==> config.mk <==
export PLATFORM = sky130hd
export DESIGN_NAME = cobs_frame_decoder
export DESIGN_NICKNAME = d
export VERILOG_FILES = /design/src/hw/rtl/cfd_pkg.sv /design/src/hw/rtl/cfd_core.sv /design/src/hw/rtl/cfd_result_reg.sv /design/src/hw/rtl/cobs_frame_decoder.sv
export VERILOG_INCLUDE_DIRS = /design/src /design/src/hw/rtl
export SDC_FILE = /design/constraint.sdc
export NUM_CORES = 1
export LEC_CHECK = 0
export CAP_MARGIN = 40
export CORE_MARGIN = 5
export CORE_UTILIZATION = 50
export CTS_BUF_LIST = sky130_fd_sc_hd__clkbuf_16
export CTS_CLUSTER_SIZE = 12
export DETAILED_ROUTE_END_ITERATION = 10
export DONT_BUFFER_PORTS = 1
export PLACE_DENSITY = 0.7
export RECOVER_POWER = 50
export SLEW_MARGIN = 20
export SYNTH_ARGS = -nofsm -noshare
export SYNTH_HDL_FRONTEND = slang
export SYNTH_SLANG_ARGS = --single-unit
==> constraint.sdc <==
create_clock -name clk -period 7.87 [get_ports clk]
set_clock_uncertainty 0.15 [all_clocks]
set_input_delay 0.3935 -clock clk [delete_from_list [all_inputs] [get_ports clk]]
set_output_delay 0.3935 -clock clk [all_outputs]
set_load 0.01 [all_outputs]
==> src/hw/rtl/assert_macros.svh <==
// Assertion macros for the RTL of the COBS frame decoder, included by its top level.
// Needs clk and rst_n in the scope where a macro is used.
`ifndef ASSERT_MACROS_SVH
`define ASSERT_MACROS_SVH

// Check a property on every clock edge outside reset.
`define CFD_ASSERT(label, prop, msg) \
  label: assert property (@(posedge clk) disable iff (!rst_n) prop) else $error(msg);

// Check that a condition on one edge implies another on the next edge.
`define CFD_ASSERT_NEXT(label, ante, cons, msg) \
  label: assert property (@(posedge clk) disable iff (!rst_n) (ante) |=> (cons)) \
    else $error(msg);

`endif

==> src/hw/rtl/cfd_pkg.sv <==
// Package for the COBS frame decoder: result kinds, widths, frame limit.
// Used by cfd_core, cfd_result_reg and cobs_frame_decoder.
package cfd_pkg;

  localparam int MAX_FRAME = 256;
  localparam int CNT_W     = $clog2(MAX_FRAME + 1);
  localparam int BYTE_W    = 8;
  localparam int FLEN_W    = 9;

  typedef enum logic [1:0] {
    KIND_DATA = 2'd0,
    KIND_OK   = 2'd1,
    KIND_ERR  = 2'd2
  } kind_t;

  typedef struct packed {
    kind_t               kind;
    logic [BYTE_W-1:0]   data_byte;
    logic [FLEN_W-1:0]   frame_length;
  } res_t;

  typedef struct packed {
    logic [CNT_W-1:0]    count;
    logic                block_open;
    logic                zero_pending;
  } core_st_t;

endpackage

==> src/hw/rtl/cfd_core.sv <==
// Decoder state and the per-byte update: block counter, pending zero,
// decoded count and overflow flag. Depends on cfd_pkg.
module cfd_core (
  input  logic                      clk,
  input  logic                      rst_n,
  input  logic                      step,
  input  logic [cfd_pkg::BYTE_W-1:0] byte_in,
  output logic                      has_res,
  output cfd_pkg::res_t             res,
  output cfd_pkg::core_st_t         st
);
  import cfd_pkg::*;

  logic [BYTE_W-1:0] rem_r, rem_nxt;
  logic              zp_r, zp_nxt;
  logic [CNT_W-1:0]  cnt_r, cnt_nxt;
  logic              ovf_r, ovf_nxt;

  logic              bad;
  logic              emit_try;
  logic [BYTE_W-1:0] emit_val;
  logic [BYTE_W-1:0] rem_base;
  logic              zp_mid;

  always_comb begin
    bad      = ovf_r || (rem_r != '0);
    has_res  = 1'b0;
    res      = '{kind: KIND_DATA, data_byte: '0, frame_length: '0};
    rem_nxt  = rem_r;
    zp_nxt   = zp_r;
    cnt_nxt  = cnt_r;
    ovf_nxt  = ovf_r;
    emit_try = 1'b0;
    emit_val = '0;
    rem_base = rem_r;
    zp_mid   = zp_r;
    if (byte_in == '0) begin
      has_res = 1'b1;
      res.kind = bad ? KIND_ERR : KIND_OK;
      res.frame_length = bad ? '0 : FLEN_W'(cnt_r);
      rem_nxt = '0;
      zp_nxt  = 1'b0;
      cnt_nxt = '0;
      ovf_nxt = 1'b0;
    end else begin
      if (rem_r == '0) begin
        rem_base = byte_in;
        if (zp_r) begin
          zp_mid   = 1'b0;
          emit_try = 1'b1;
        end
      end else begin
        emit_try = 1'b1;
        emit_val = byte_in;
      end
      if (emit_try) begin
        if (cnt_r >= CNT_W'(MAX_FRAME)) begin
          ovf_nxt = 1'b1;
        end else begin
          cnt_nxt       = cnt_r + CNT_W'(1);
          has_res       = 1'b1;
          res.data_byte = emit_val;
        end
      end
      rem_nxt = rem_base - BYTE_W'(1);
      zp_nxt  = (rem_nxt == '0) ? 1'b1 : zp_mid;
    end
  end

  always_ff @(posedge clk) begin
    if (!rst_n) begin
      rem_r <= '0;
      zp_r  <= 1'b0;
      cnt_r <= '0;
      ovf_r <= 1'b0;
    end else if (step) begin
      rem_r <= rem_nxt;
      zp_r  <= zp_nxt;
      cnt_r <= cnt_nxt;
      ovf_r <= ovf_nxt;
    end
  end

  assign st = '{count: cnt_r, block_open: (rem_r != '0), zero_pending: zp_r};

endmodule

==> src/hw/rtl/cfd_result_reg.sv <==
// Result register in front of the out_ channel, valid/stall handshake.
// Depends on cfd_pkg for the result struct.
module cfd_result_reg (
  input  logic          clk,
  input  logic          rst_n,
  input  logic          load,
  input  cfd_pkg::res_t res_in,
  output logic          ready,
  output logic          out_valid,
  input  logic          out_stall,
  output cfd_pkg::res_t res_out
);
  import cfd_pkg::*;

  logic valid_r, valid_nxt;
  res_t res_r;

  assign ready = !valid_r || !out_stall;

  always_comb begin
    valid_nxt = valid_r;
    if (load) begin
      valid_nxt = 1'b1;
    end else if (valid_r && !out_stall) begin
      valid_nxt = 1'b0;
    end
  end

  always_ff @(posedge clk) begin
    if (!rst_n) begin
      valid_r <= 1'b0;
    end else begin
      valid_r <= valid_nxt;
    end
  end

  always_ff @(posedge clk) begin
    if (load) begin
      res_r <= res_in;
    end
  end

  assign out_valid = valid_r;
  assign res_out   = res_r;

endmodule

==> src/hw/rtl/cobs_frame_decoder.sv <==
// Channel  | ports                                          | request
// in_      | in_valid, in_stall, in_byte                    | one received byte
// out_     | out_valid, out_stall, out_kind, out_data_byte, | one decoded byte
//          | out_frame_length, out_last_of_run              | or one frame end
// One byte per cycle sustained while out_stall is low; a byte with a result
// passes from the input register via cfd_core into the result register.
// Each byte yields zero or one result; out_last_of_run is always 1.
// Synchronous active-low reset clears the state and both valid flags.
// in_stall rises only when the input register holds a byte with a result
// and the result register is full and stalled.
// Top level of the COBS frame decoder; uses cfd_pkg, cfd_core, cfd_result_reg
// and assert_macros.svh.
`include "assert_macros.svh"

module cobs_frame_decoder (
  input  logic                       clk,
  input  logic                       rst_n,
  input  logic                       in_valid,
  output logic                       in_stall,
  input  logic [cfd_pkg::BYTE_W-1:0] in_byte,
  output logic                       out_valid,
  input  logic                       out_stall,
  output logic [1:0]                 out_kind,
  output logic [cfd_pkg::BYTE_W-1:0] out_data_byte,
  output logic [cfd_pkg::FLEN_W-1:0] out_frame_length,
  output logic                       out_last_of_run
);
  import cfd_pkg::*;

  logic              s1_valid_r, s1_valid_nxt;
  logic [BYTE_W-1:0] s1_byte_r;
  logic              s1_adv;
  logic              in_fire;
  logic              core_has_res;
  res_t              core_res;
  core_st_t          core_st;
  logic              res_ready;
  res_t              res_q;

  cfd_core u_core (
    .clk     (clk),
    .rst_n   (rst_n),
    .step    (s1_adv),
    .byte_in (s1_byte_r),
    .has_res (core_has_res),
    .res     (core_res),
    .st      (core_st)
  );

  cfd_result_reg u_res (
    .clk       (clk),
    .rst_n     (rst_n),
    .load      (s1_adv && core_has_res),
    .res_in    (core_res),
    .ready     (res_ready),
    .out_valid (out_valid),
    .out_stall (out_stall),
    .res_out   (res_q)
  );

  assign s1_adv   = s1_valid_r && (!core_has_res || res_ready);
  assign in_stall = s1_valid_r && !s1_adv;
  assign in_fire  = in_valid && !in_stall;

  always_comb begin
    s1_valid_nxt = s1_valid_r;
    if (in_fire) begin
      s1_valid_nxt = 1'b1;
    end else if (s1_adv) begin
      s1_valid_nxt = 1'b0;
    end
  end

  always_ff @(posedge clk) begin
    if (!rst_n) begin
      s1_valid_r <= 1'b0;
    end else begin
      s1_valid_r <= s1_valid_nxt;
    end
  end

  always_ff @(posedge clk) begin
    if (in_fire) begin
      s1_byte_r <= in_byte;
    end
  end

  assign out_kind         = res_q.kind;
  assign out_data_byte    = res_q.data_byte;
  assign out_frame_length = res_q.frame_length;
  assign out_last_of_run  = 1'b1;

  `CFD_ASSERT(a_end_has_no_data, !out_valid || out_kind == KIND_DATA || out_data_byte == '0, "frame end carries a data byte")
  `CFD_ASSERT(a_data_has_no_len, !out_valid || out_kind != KIND_DATA || out_frame_length == '0, "data byte carries a frame length")
  `CFD_ASSERT(a_len_in_range, !out_valid || out_kind != KIND_OK || out_frame_length <= FLEN_W'(MAX_FRAME), "frame length beyond limit")
  `CFD_ASSERT_NEXT(a_delim_clears, s1_adv && s1_byte_r == '0, core_st.count == '0 && !core_st.block_open && !core_st.zero_pending, "state not cleared after delimiter")

endmodule
; Word-level counts from Yosys, hierarchy flattened
; Cells that the tools add are included.
[word_totals]
reg_bits = 48
input_bits = 12
[classes]
add_sub_neg = 2
order_cmp = 1
n_eq_ne = 1
n_mux = 23
bitwise_logic = 2
reduce_logical = 27
[op_table]
columns = op, count
row1 = 9-bit 2-to-1 mux, 3
row2 = 8-bit logical NOT, 3
row3 = 8-bit 2-to-1 mux, 3
row4 = 1-bit 2-to-1 mux, 16
row5 = 9-bit by 1-bit adder with 9-bit output (second input constant), 1
row6 = 9-bit >= comparator (second input constant), 1
row7 = 2-bit nonzero test, 4
row8 = 8-bit nonzero test, 1
row9 = 8-bit by 1-bit subtractor with 8-bit output (second input constant), 1
row10 = 3-bit AND reduction, 2
row11 = 1-bit logical AND, 5
row12 = 1-bit logical NOT, 5
row13 = 4-bit OR reduction, 1
row14 = 1-bit logical OR, 3
row15 = 3-bit nonzero test, 1
row16 = 2-bit 2-to-1 mux, 1
row17 = 2-bit by 1-bit != test with 1-bit output (second input constant), 1
row18 = 1-bit NOT, 2
row19 = 2-bit AND reduction, 1
row20 = 2-bit OR reduction, 1

; Logic depth before layout (Yosys ltp)
; Gate-level depths: netlist of the first run.
[logic_depth]
word_depth = 13
mapped_depth = 13
depth_no_buf = 10

; Modules after synthesis
; From an unflattened synthesis of the first run, not the netlist that was laid out.
[hier_totals]
cells_unflattened = 224
area_unflattened_um2 = 2374.8
[modules_own_cells]
columns = mod, n_inst, cells_each, area_each_um2
row1 = cfd_core, 1, 184, 1457.6
row2 = cfd_result_reg, 1, 23, 605.6
row3 = cobs_frame_decoder, 1, 17, 311.5

; Least setup slack after synthesis of the first run
; OpenSTA, ideal clock, no wires.
[synth_path]
kind = register to register
start = reg u_core.rem_r[4]
end = reg u_core.rem_r[4]
t_arrival_ns = 2.804
required_ns = 7.644
setup_slack_ns = 4.840
path_stages_with_launch = 14
cell_sequence = dfxtp_1 -> buf_6 -> or4_4 -> buf_6 -> nor2_1 -> a21oi_1 -> ha_1 -> clkbuf_1 -> nor4bb_1 -> a311oi_1 -> o221ai_1 -> mux2i_1 -> nand3_1 -> a21boi_0
[synth_between]
elab_chain_cells = 8
elab_cells_between_ends = 12
cone_classes = 1 x add/sub / 7 x mux / 4 x reduce/logical
[synth_lines]
columns = element, line
row1 = from (decl), cfd_core.sv:14  ; logic [BYTE_W-1:0] rem_r, rem_nxt;
row2 = from (signal assigned), cfd_core.sv:77  ; rem_r <= rem_nxt;
row3 = "parallel branches: the longest is 8 deep, another holds 8-bit by 1-bit subtractor with 8-bit output", n/a
; Parallel ways; which one is timed is not known. The select of a mux whose other input is x is not followed.
; A chain may end at the register's enable or synchronous reset.

; Worst setup path in the final report of the first run
[layout_path]
start = reg u_core.rem_r[0]
end = reg u_core.rem_r[4]
; Same word-level chain as after synthesis.

==> out/qor.txt, run 1 <==
crit share post-route -> 42.0%
routability cong. -> 0.878
CP arrival -> 3.36 ns
Hold Crit Class -> primary input to flip-flop
Synth Warn # -> 0
critical path class -> flip-flop to flip-flop
Worst Path Required -> 7.93 ns
final hold violation count -> 0
first-pass GRT wire length -> 7530 um
crit path capture type -> flip-flop
Total Wirelength -> 4390 um
Top FF cell, synth -> edfxtp_1
H-tree lvl count -> 2
distinct cell type count after synthesis -> 50
Final Max Tran Viols -> 0
final setup vio count -> 0
hold_buf cts -> 0
Clock Tree Root -> clkbuf_16
Die H -> 77.5 um
r2r endpoint -> u_core.rem_r[4]
CP Launch Type -> flip-flop
vias in the first global route -> 1537
status -> completed
Reg2Reg Setup Slack -> 4.57 ns
Mean Syn Cell Area -> 10.6 um2
Syn-to-layout area delta -> 6.87%
Starting Density -> 51.9%
fmax -> 303 MHz
antenna fix cells -> 0
crit path time final -> 3.30 ns
Pleak -> 0.850 nW
power density cells -> 296 nW/um2
Post-DP Area -> 2280 um2
RSZ-0062 raised after global routing -> false
Die ar. -> 6000 um2
port buffer count -> 0
CTS Buf Count -> 5
Design Area, Final -> 2430 um2
cell count after synthesis -> 215
GRT Resource Usage Total -> 15.4%
Synth area leaders -> edfxtp_1 (36%), dfxtp_1 (18%), and2_1 (3.6%), nand2_1 (3.5%), a21boi_0 (3.0%)
Post-synth EDFFs -> 27
vias -> 1588
Vias/cell -> 5.99
Cell Rows -> 24
Iter 0 DRT Violations -> 132
worst vdd ir -> 119 uV
clock sink total -> 48
Final ANT Viol Nets -> 0
Nets -> 227
CTS tree -> done
Min-Delay Startpoint -> in_byte[2]
TritonRoute pass-1 iters -> 4
Hold Path Depth -> 0
PostCTS Resize Cnt -> 0
largest net degree at the start of global routing -> 23
hold-critical path endpoint -> s1_byte_r[2]
synthesized net count -> 230
Yosys reg bits -> 48
later-pin clock latency in the skew report -> 0.28 ns
clock buffer depth -> 2
R2R depth -> 10
layout cells sized above 1 -> 7.04%
Ports -> 34
register area share after synthesis -> 54.1%
Slew @ Worst Pin -> 0.758 ns
Crit Path Max Fanout -> 8
FF-to-FF Start -> u_core.rem_r[0]
routed len/inst -> 16.6 um
grt ovf -> 0
initial antenna violation count -> 0
post-synthesis cell type with the largest combined area -> edfxtp_1
Synth top area share -> 35.6%
worst hold slack -> 0.0539 ns
DRC Markers -> 0
HPWL Detailed -> 3110 um
Slew HR -> 49.3%
Async S/R FF share, synth -> 0%
core area -> 4380 um2
setup TNS -> 0 ns
total setup buffers inserted after CTS -> 0
die width -> 77.5 um
clk slew on worst S/H paths -> 0.06 ns
Cell Area, Synth -> 2280 um2
max_cap viols -> 0
synth_stat cells, types with 2 or more instances:
cell       n
nor2_1    18
buf_2      3
nor4_1     6
inv_1      6
o311ai_0   2
a21oi_1    8
xor2_1     5
dfxtp_1   21
edfxtp_1  27
nor3_1     3
or2_2      2
or4_1      3
clkbuf_1   4
or3_1      7
a21boi_0   9
nor2b_1    2
xnor2_1    2
and3_1     3
o21ai_0    7
nand3_1    6
and2_1    13
mux2i_1    2
o41ai_1    2
ha_1       3
o211ai_1   3
buf_6      2
nand2_1   21
nand4_1    3
worst max-delay path, cell delays in order, from the launching register on:
cell and delay (ns):
dfxtp_1 0.35, or4_1 0.68, nor2_1 0.43, a21oi_1 0.20, ha_1 0.31, nor4bb_1 0.17, a311oi_1 0.26, o221ai_1 0.16
mux2i_1 0.24, nand3_1 0.11, a21boi_0 0.17
layer usage:
metal	track usage, %	vias up	routed length, um
met1	19.9	748	1950
met5	0	-	0
met2	25.8	58	2210
li1	-	774	-
met3	3.13	8	171
met4	5.15	0	59
worst max-delay path by stage:
stage                         start              end  slack (ns)
floorplan           u_core.rem_r[4]  u_core.rem_r[4]        4.84
global placement    u_core.rem_r[0]  u_core.rem_r[4]        4.62
detailed placement  u_core.rem_r[0]  u_core.rem_r[4]        4.60
CTS                 u_core.rem_r[0]  u_core.rem_r[4]        4.57
global route        u_core.rem_r[0]  u_core.rem_r[4]        4.27
finish              u_core.rem_r[0]  u_core.rem_r[4]        4.57
sequential cells by signal (all words and copies together) (netlist names):
register         flops
u_core.rem_r         8
s1_byte_r            8
u_res.res_out       19
s1_valid_r           1
u_core.zp_r          1
u_res.out_valid      1
u_core.ovf_r         1
u_core.cnt_r         9
kinds of logic after synthesis:
| kind of cell | synth area share, % |
|---|---|
| compound gates | 13.5 |
| other cells | 0.165 |
| buf+inv | 3.85 |
| flops | 54.1 |
| xor+xnor | 2.69 |
| simple gates | 22.7 |
| mux | 1.37 |
| fa+ha+maj | 1.65 |
area by class of cell:
type | instances | area, um2
fillers | 357 | 1950
flip-flops and latches | 48 | 1230
clock buffers | 5 | 125
clock inverters | 3 | 38.8
inverters | 7 | 27.5
multi-input cells | 150 | 946
well taps | 52 | 65.1
through the flow:
step	util, %	total power [W]	cells	setup WS (ns)
2_1_floorplan	-	0.000465	215	4.84
3_5_place_dp	52.1	0.000492	257	4.60
5_1_grt	55.5	0.000761	265	4.27
4_1_cts	55.8	0.000724	265	4.57
6_report	55.5	0.000721	265	4.57
3_3_place_gp	52.1	0.000490	257	4.62
cell usage in the layout (no fill, tap or decap), types with 6 or more instances in the layout:
master / netlist / layout
edfxtp_1: 27 / 27
dfxtp_1: 21 / 21
nor4_1: 6 / 6
or3_1: 7 / 8
o21ai_0: 7 / 7
nor2_1: 18 / 18
a21oi_1: 8 / 8
a21boi_0: 9 / 9
nand2_1: 21 / 22
and2_1: 13 / 8
inv_1: 6 / 7
nand3_1: 6 / 7
where the power goes:
group / total [W] / leakage [nW] / internal [W] / switching, W
combinational: 0.000167 / 0.334 / 0.0000647 / 0.000102
clock: 0.000232 / 0.0850 / 0.000148 / 0.0000842
sequential: 0.000322 / 0.431 / 0.000295 / 0.0000262
No activity file was read; power rests on OpenSTA's default activity.
==> inputs of run 2 (changes only) <==
==> constraint.sdc (replaced) <==
create_clock -name clk -period 3.3 [get_ports clk]
set_clock_uncertainty 0.15 [all_clocks]
set_input_delay 0.165 -clock clk [delete_from_list [all_inputs] [get_ports clk]]
set_output_delay 0.165 -clock clk [all_outputs]
set_load 0.01 [all_outputs]
==> run 2 against run 1 <==
Effect of this change:
- hold slack got worse by 0.021 ns
- largest power group unchanged
- sequential share of layout area decreased by 2.3 points
- clock-buffer cell count unchanged
- non-clock buffer count increased by 16
- highest routed layer unchanged
==> out/qor.txt, run 2 (synthesis gave the netlist of run 1 again) <==
status -> completed
GRT Resource Usage Total -> 14.5% (-0.92 points)
Total Wirelength -> 4320 um (-1.6%)
Crit Path Max Fanout -> 7 (-1)
worst hold slack -> 0.0328 ns (-0.0211 ns)
antenna fix cells -> 0 (unchanged)
HPWL Detailed -> 3150 um (+1.3%)
die width -> 77.5 um (unchanged)
final hold violation count -> 0 (unchanged)
Final Max Tran Viols -> 0 (unchanged)
Die ar. -> 6000 um2 (unchanged)
Min-Delay Startpoint -> rst_n
DRC Markers -> 0 (unchanged)
Pleak -> 0.885 nW (+4.2%)
Largest stage delay, worst path -> 0.59 ns (-0.09 ns)
crit path capture type -> flip-flop
Clock Tree Root -> clkbuf_16
CTS Buf Count -> 5 (unchanged)
port buffer count -> 0 (unchanged)
RSZ-0062 raised after global routing -> false
CP max stage cell -> or4_4
setup TNS -> 0 ns (unchanged)
multi-input logic area -> 946 um2 (unchanged)
clk slew on worst S/H paths -> 0.06 ns (about the same)
Hold Crit Class -> primary input to flip-flop
Reg2Reg Setup Slack -> 0.38 ns (-4.19 ns)
vias in the first global route -> 1482 (-3.6%)
power density cells -> 658 nW/um2 (+120%)
max_cap viols -> 0 (unchanged)
FF-to-FF Start -> u_core.rem_r[4]
total setup buffers inserted after CTS -> 0 (unchanged)
later-pin clock latency in the skew report -> 0.28 ns (about the same)
Design Area, Final -> 2550 um2 (+4.7%)
Slew @ Worst Pin -> 0.678 ns (-0.0801 ns)
Nets -> 243 (+7.0%)
Worst path top cell family by delay -> simple AND/OR/NAND/NOR gates
hold-critical path endpoint -> u_core.zp_r
CP arrival -> 2.99 ns (-0.37 ns)
core area -> 4380 um2 (unchanged)
initial antenna violation count -> 0 (unchanged)
routed len/inst -> 15.4 um (-7.2%)
Fillers -> 360 (+0.84%)
critical path class -> flip-flop to flip-flop
layout cells sized above 1 -> 7.86% (+0.82 points)
Hold Path Depth -> 3 (+3)
crit path time final -> 2.92 ns (-0.379 ns)
routability cong. -> 0.878 (about the same)
clock buffer depth -> 2 (unchanged)
grt ovf -> 0 (unchanged)
final setup vio count -> 0 (unchanged)
first-pass GRT wire length -> 7130 um (-5.3%)
Buf/Inv on CP -> 0 (unchanged)
Worst Path Required -> 3.36 ns (-4.57 ns)
Ports -> 34 (unchanged)
most frequent cells in the layout -> edfxtp_1 (27), nand2_1 (22), dfxtp_1 (21)
critical path cell sequence -> or4_4 -> nor2_1 -> a21oi_1 -> ha_1 -> nor4bb_1 -> a311oi_1 -> o221ai_1 -> mux2i_1 -> nand3_1 -> a21boi_0
max FFs per register -> 19 (unchanged)
vias -> 1640 (+3.3%)
fmax -> 342 MHz (+13%)
Starting Density -> 51.9% (unchanged)
TritonRoute pass-1 iters -> 4 (unchanged)
commonest non-fill, non-tap cell in the layout -> edfxtp_1
Iter 0 DRT Violations -> 118 (-11%)
Die H -> 77.5 um (unchanged)
Syn-to-layout area delta -> 11.9%
r2r endpoint -> u_core.rem_r[4]
Vias/cell -> 5.84 (-2.6%)
Slew HR -> 54.4% (+5.0 points)
Cell Rows -> 24 (unchanged)
largest net degree at the start of global routing -> 22 (-4.3%)
clock sink total -> 48 (unchanged)
Final ANT Viol Nets -> 0 (unchanged)
CP Launch Type -> flip-flop
CTS tree -> done
H-tree lvl count -> 2 (unchanged)
Post-DP Area -> 2330 um2 (+2.0%)
worst vdd ir -> 279 uV (+140%)
R2R depth -> 10 (unchanged)
crit share post-route -> 88.6% (+47 points)
total area of sequential cells -> 1230 um2 (unchanged)
==> run 2: cell types whose count changed in the layout (fill, tap and decap cells not counted), moves of 2 or more <==
| cell | delta |
|---|---|
| dlygate4sd3_1 | +10 |
| and2_0 | +4 |
| and2_1 | -4 |
| buf_4 | +3 |
| clkbuf_1 | +3 |
| clkinvlp_4 | +2 |
==> run 2: repair_timing <==
| action | 4_1_cts | 5_1_grt |
|---|---|---|
| resized for setup | 0 | 0 |
| hold buffers | 10 | 0 |
| hold endpoints to repair | 21 | 0 |
==> run 2: routing by layer <==
layer | wire (um) | vias up | GRT usage, %
li1 | - | 812 | -
met1 | 1940 | 773 | 18.2
met2 | 2150 | 50 | 25.2
met3 | 190 | 5 | 3.36
met4 | 31 | 0 | 3.61
met5 | 0 | - | 0
==> run 2: worst register-to-register path: stages, from the launching register on <==
cell and delay, ns:
dfxtp_1 0.37, or4_4 0.59, nor2_1 0.22, a21oi_1 0.13, ha_1 0.30, nor4bb_1 0.17, a311oi_1 0.26, o221ai_1 0.15
mux2i_1 0.24, nand3_1 0.10, a21boi_0 0.17
==> run 2: layout make-up <==
cell class	instances	share of cell area, %
Timing Repair Buffer	16	5.26
Tap cell	52	2.55
Multi-Input combinational cell	150	37.1
Clock inverter	3	0.737
Inverter	7	1.08
Sequential cell	48	48.3
Clock buffer	5	4.91
==> run 2: stage by stage <==
stage / utilization (%) / total power, W / instances / worst slack (ns)
6_report: 58.1 / 0.00168 / 281 / 0.376
5_1_grt: 58.1 / 0.00176 / 281 / 0.138
4_1_cts: 58.6 / 0.00170 / 281 / 0.411
3_5_place_dp: 53.1 / 0.00120 / 263 / 0.430
3_3_place_gp: 53.1 / 0.00120 / 263 / 0.456
2_1_floorplan: - / 0.00111 / 215 / 0.270
==> run 2: power by group <==
group / internal (W) / leakage [nW] / switching [W]
logic: 0.000177 / 0.391 / 0.000251
registers: 0.000704 / 0.431 / 0.0000612
clock network: 0.000278 / 0.0635 / 0.000207
==> run 2: how the worst max path moves through the flow <==
stage	start	to	cells after the start
global placement	u_core.rem_r[4]	u_core.rem_r[4]	10
floorplan	u_core.rem_r[4]	u_core.rem_r[4]	13
global route	u_core.rem_r[4]	u_core.rem_r[4]	10
finish	u_core.rem_r[4]	u_core.rem_r[4]	10
detailed placement	u_core.rem_r[4]	u_core.rem_r[4]	10
CTS	u_core.rem_r[4]	u_core.rem_r[4]	10
==> inputs of run 3 (changes only) <==
==> constraint.sdc (replaced) <==
create_clock -name clk -period 3.6 [get_ports clk]
set_clock_uncertainty 0.15 [all_clocks]
set_input_delay 0.18 -clock clk [delete_from_list [all_inputs] [get_ports clk]]
set_output_delay 0.18 -clock clk [all_outputs]
set_load 0.01 [all_outputs]
==> run 3 against run 2 <==
Effect of this change:
- flip-flop and latch count stayed put
- via count down 3.2%
- global-route usage is 0.73 points higher
- setup slack better by 0.18 ns
- first-iteration DRC count decreased by 33%
- final area shrank 0.34%
- total power shrank 5.2%
- non-clock buffer count down 3
- largest power group unchanged
- highest routed layer unchanged
==> out/qor.txt, run 3 (synthesis gave the netlist of run 1 again) <==
antenna fix cells -> 0 (unchanged)
clock share of power -> 32.2% (+3.3 points)
grt ovf -> 0 (unchanged)
commonest non-fill, non-tap cell in the layout -> edfxtp_1
critical path cell sequence -> or4_1 -> nor2_1 -> a21oi_1 -> ha_1 -> nor4bb_1 -> a311oi_1 -> o221ai_1 -> mux2i_1 -> nand3_1 -> a21boi_0
Buf/Inv on CP -> 0 (unchanged)
GRT Resource Usage Total -> 15.2% (+0.73 points)
Reg power frac -> 44.0% (-1.6 points)
HPWL Detailed -> 3050 um (-3.3%)
worst setup margin -> 0.556 ns (+0.180 ns)
power density cells -> 626 nW/um2 (-4.9%)
Total Wirelength -> 4260 um (-1.3%)
internal cell power -> 0.00112 W (-3.0%)
Largest stage delay, worst path -> 0.69 ns (+0.10 ns)
crit path time final -> 3.04 ns (+0.120 ns)
CTS tree -> done
core area -> 4380 um2 (unchanged)
FF-to-FF Start -> u_core.rem_r[0]
vias in the first global route -> 1528 (+3.1%)
status -> completed
Slew HR -> 47.3% (-7.0 points)
layout cells sized above 1 -> 7.52% (-0.34 points)
Post-DP Area -> 2300 um2 (-0.97%)
Ports -> 34 (unchanged)
CTS Buf Count -> 5 (unchanged)
DRC Markers -> 0 (unchanged)
TritonRoute pass-1 iters -> 4 (unchanged)
Design Area, Final -> 2540 um2 (-0.34%)
worst slack at placement -> 0.571 ns (+0.141 ns)
final setup vio count -> 0 (unchanged)
Final ANT Viol Nets -> 0 (unchanged)
Pleak -> 0.877 nW (-0.92%)
die width -> 77.5 um (unchanged)
Nets -> 240 (-1.2%)
RSZ-0062 raised after global routing -> false
later-pin clock latency in the skew report -> 0.28 ns (about the same)
Inst Count DP -> 260 (-1.1%)
Min-Delay Startpoint -> rst_n
Worst Path Required -> 3.66 ns (+0.30 ns)
Worst path top cell family by delay -> simple AND/OR/NAND/NOR gates
routability cong. -> 0.891 (+1.4%)
Final Max Tran Viols -> 0 (unchanged)
final hold violation count -> 0 (unchanged)
setup TNS -> 0 ns (unchanged)
crit path capture type -> flip-flop
Slew @ Worst Pin -> 0.788 ns (+0.110 ns)
clock sink total -> 48 (unchanged)
Cell Rows -> 24 (unchanged)
crit share post-route -> 84.5% (-4.1 points)
clock buffer depth -> 2 (unchanged)
Sw Pwr -> 0.000466 W (-10%)
port buffer count -> 0 (unchanged)
initial antenna violation count -> 0 (unchanged)
Starting Density -> 51.9% (unchanged)
Total Power -> 0.00159 W (-5.2%)
Clock Tree Root -> clkbuf_16
critical path class -> flip-flop to flip-flop
Vias/cell -> 5.71 (-2.1%)
most frequent cells in the layout -> edfxtp_1 (27), nand2_1 (22), dfxtp_1 (21)
vias -> 1588 (-3.2%)
fmax -> 329 MHz (-3.9%)
total setup buffers inserted after CTS -> 0 (unchanged)
Worst setup startpoint -> u_core.rem_r[0]
clk slew on worst S/H paths -> 0.06 ns (about the same)
Comb power frac -> 23.8% (-1.7 points)
largest net degree at the start of global routing -> 20 (-9.1%)
fin cells -> 278 (-1.1%)
worst vdd ir -> 295 uV (+5.4%)
first-pass GRT wire length -> 7380 um (+3.5%)
CP max stage cell -> or4_1
Hold Path Depth -> 3 (unchanged)
WP depth -> 10 (unchanged)
H-tree lvl count -> 2 (unchanged)
CP arrival -> 3.11 ns (+0.12 ns)
Crit Path Max Fanout -> 7 (unchanged)
switch share -> 29.3% (-1.6 points)
max_cap viols -> 0 (unchanged)
Die ar. -> 6000 um2 (unchanged)
R2R depth -> 10 (unchanged)
max FFs per register -> 19 (unchanged)
routed len/inst -> 15.3 um (-0.23%)
Hold Crit Class -> primary input to flip-flop
Die H -> 77.5 um (unchanged)
CP Launch Type -> flip-flop
Iter 0 DRT Violations -> 79 (-33%)
Syn-to-layout area delta -> 11.5%
[run 3: cell count changes in the layout (fill, tap and decap cells not counted), moves of 2 or more]
cell	delta
buf_4	-2
clkbuf_1	-2
and2_1	+5
and2_0	-5
[run 3: per-layer routing]
metal	up-vias	part of all wire, %	global-route usage [%]
met3	10	2.4	3.82
met5	-	0	0
li1	802	-	-
met1	745	48	18.4
met4	0	2.7	6.87
met2	31	47	25.5
[run 3: area by class of cell]
| class | count | area, um2 |
|---|---|---|
| Fill cell | 371 | 1850 |
| Multi-Input combinational cell | 150 | 931 |
| Clock inverter | 3 | 42.5 |
| Tap cell | 52 | 65.1 |
| Sequential cell | 48 | 1230 |
| Timing Repair Buffer | 13 | 116 |
| Inverter | 7 | 27.5 |
| Clock buffer | 5 | 125 |
[run 3: through the flow]
stage / util (%) / hold slack [ns]
after global routing: 57.9 / 0.0590
final: 57.9 / 0.0504
after floorplan: - / 0.129
after CTS: 58.7 / 0.0461
after global placement: 52.6 / 0.129
after detailed placement: 52.6 / 0.129
[run 3: final timing paths]
path                                         to  slack (ns)
worst max register to register  u_core.rem_r[4]        0.56
worst min register to register     u_core.ovf_r        0.34
worst max-delay path            u_core.rem_r[4]        0.56
worst min-delay path                u_core.zp_r        0.05
[run 3: repair_timing]
item,in CTS,in global routing
hold buffers,10,0
resized for setup,0,0
hold endpoints to repair,21,0
[run 3: worst register-to-register path: stages (launching register included)]
cell	delay, ns
dfxtp_1	0.35
or4_1	0.69
nor2_1	0.21
a21oi_1	0.12
ha_1	0.30
nor4bb_1	0.18
a311oi_1	0.29
o221ai_1	0.17
mux2i_1	0.25
nand3_1	0.11
a21boi_0	0.15
[run 3: power by group through the flow]
stage | Combinational [W] | Sequential (W) | Clock [W]
after detailed placement | 0.000376 | 0.000712 | 0
after global placement | 0.000375 | 0.000712 | 0
after floorplan | 0.000320 | 0.000696 | 0
after CTS | 0.000388 | 0.000700 | 0.000522
after global routing | 0.000430 | 0.000705 | 0.000550
final | 0.000378 | 0.000699 | 0.000512
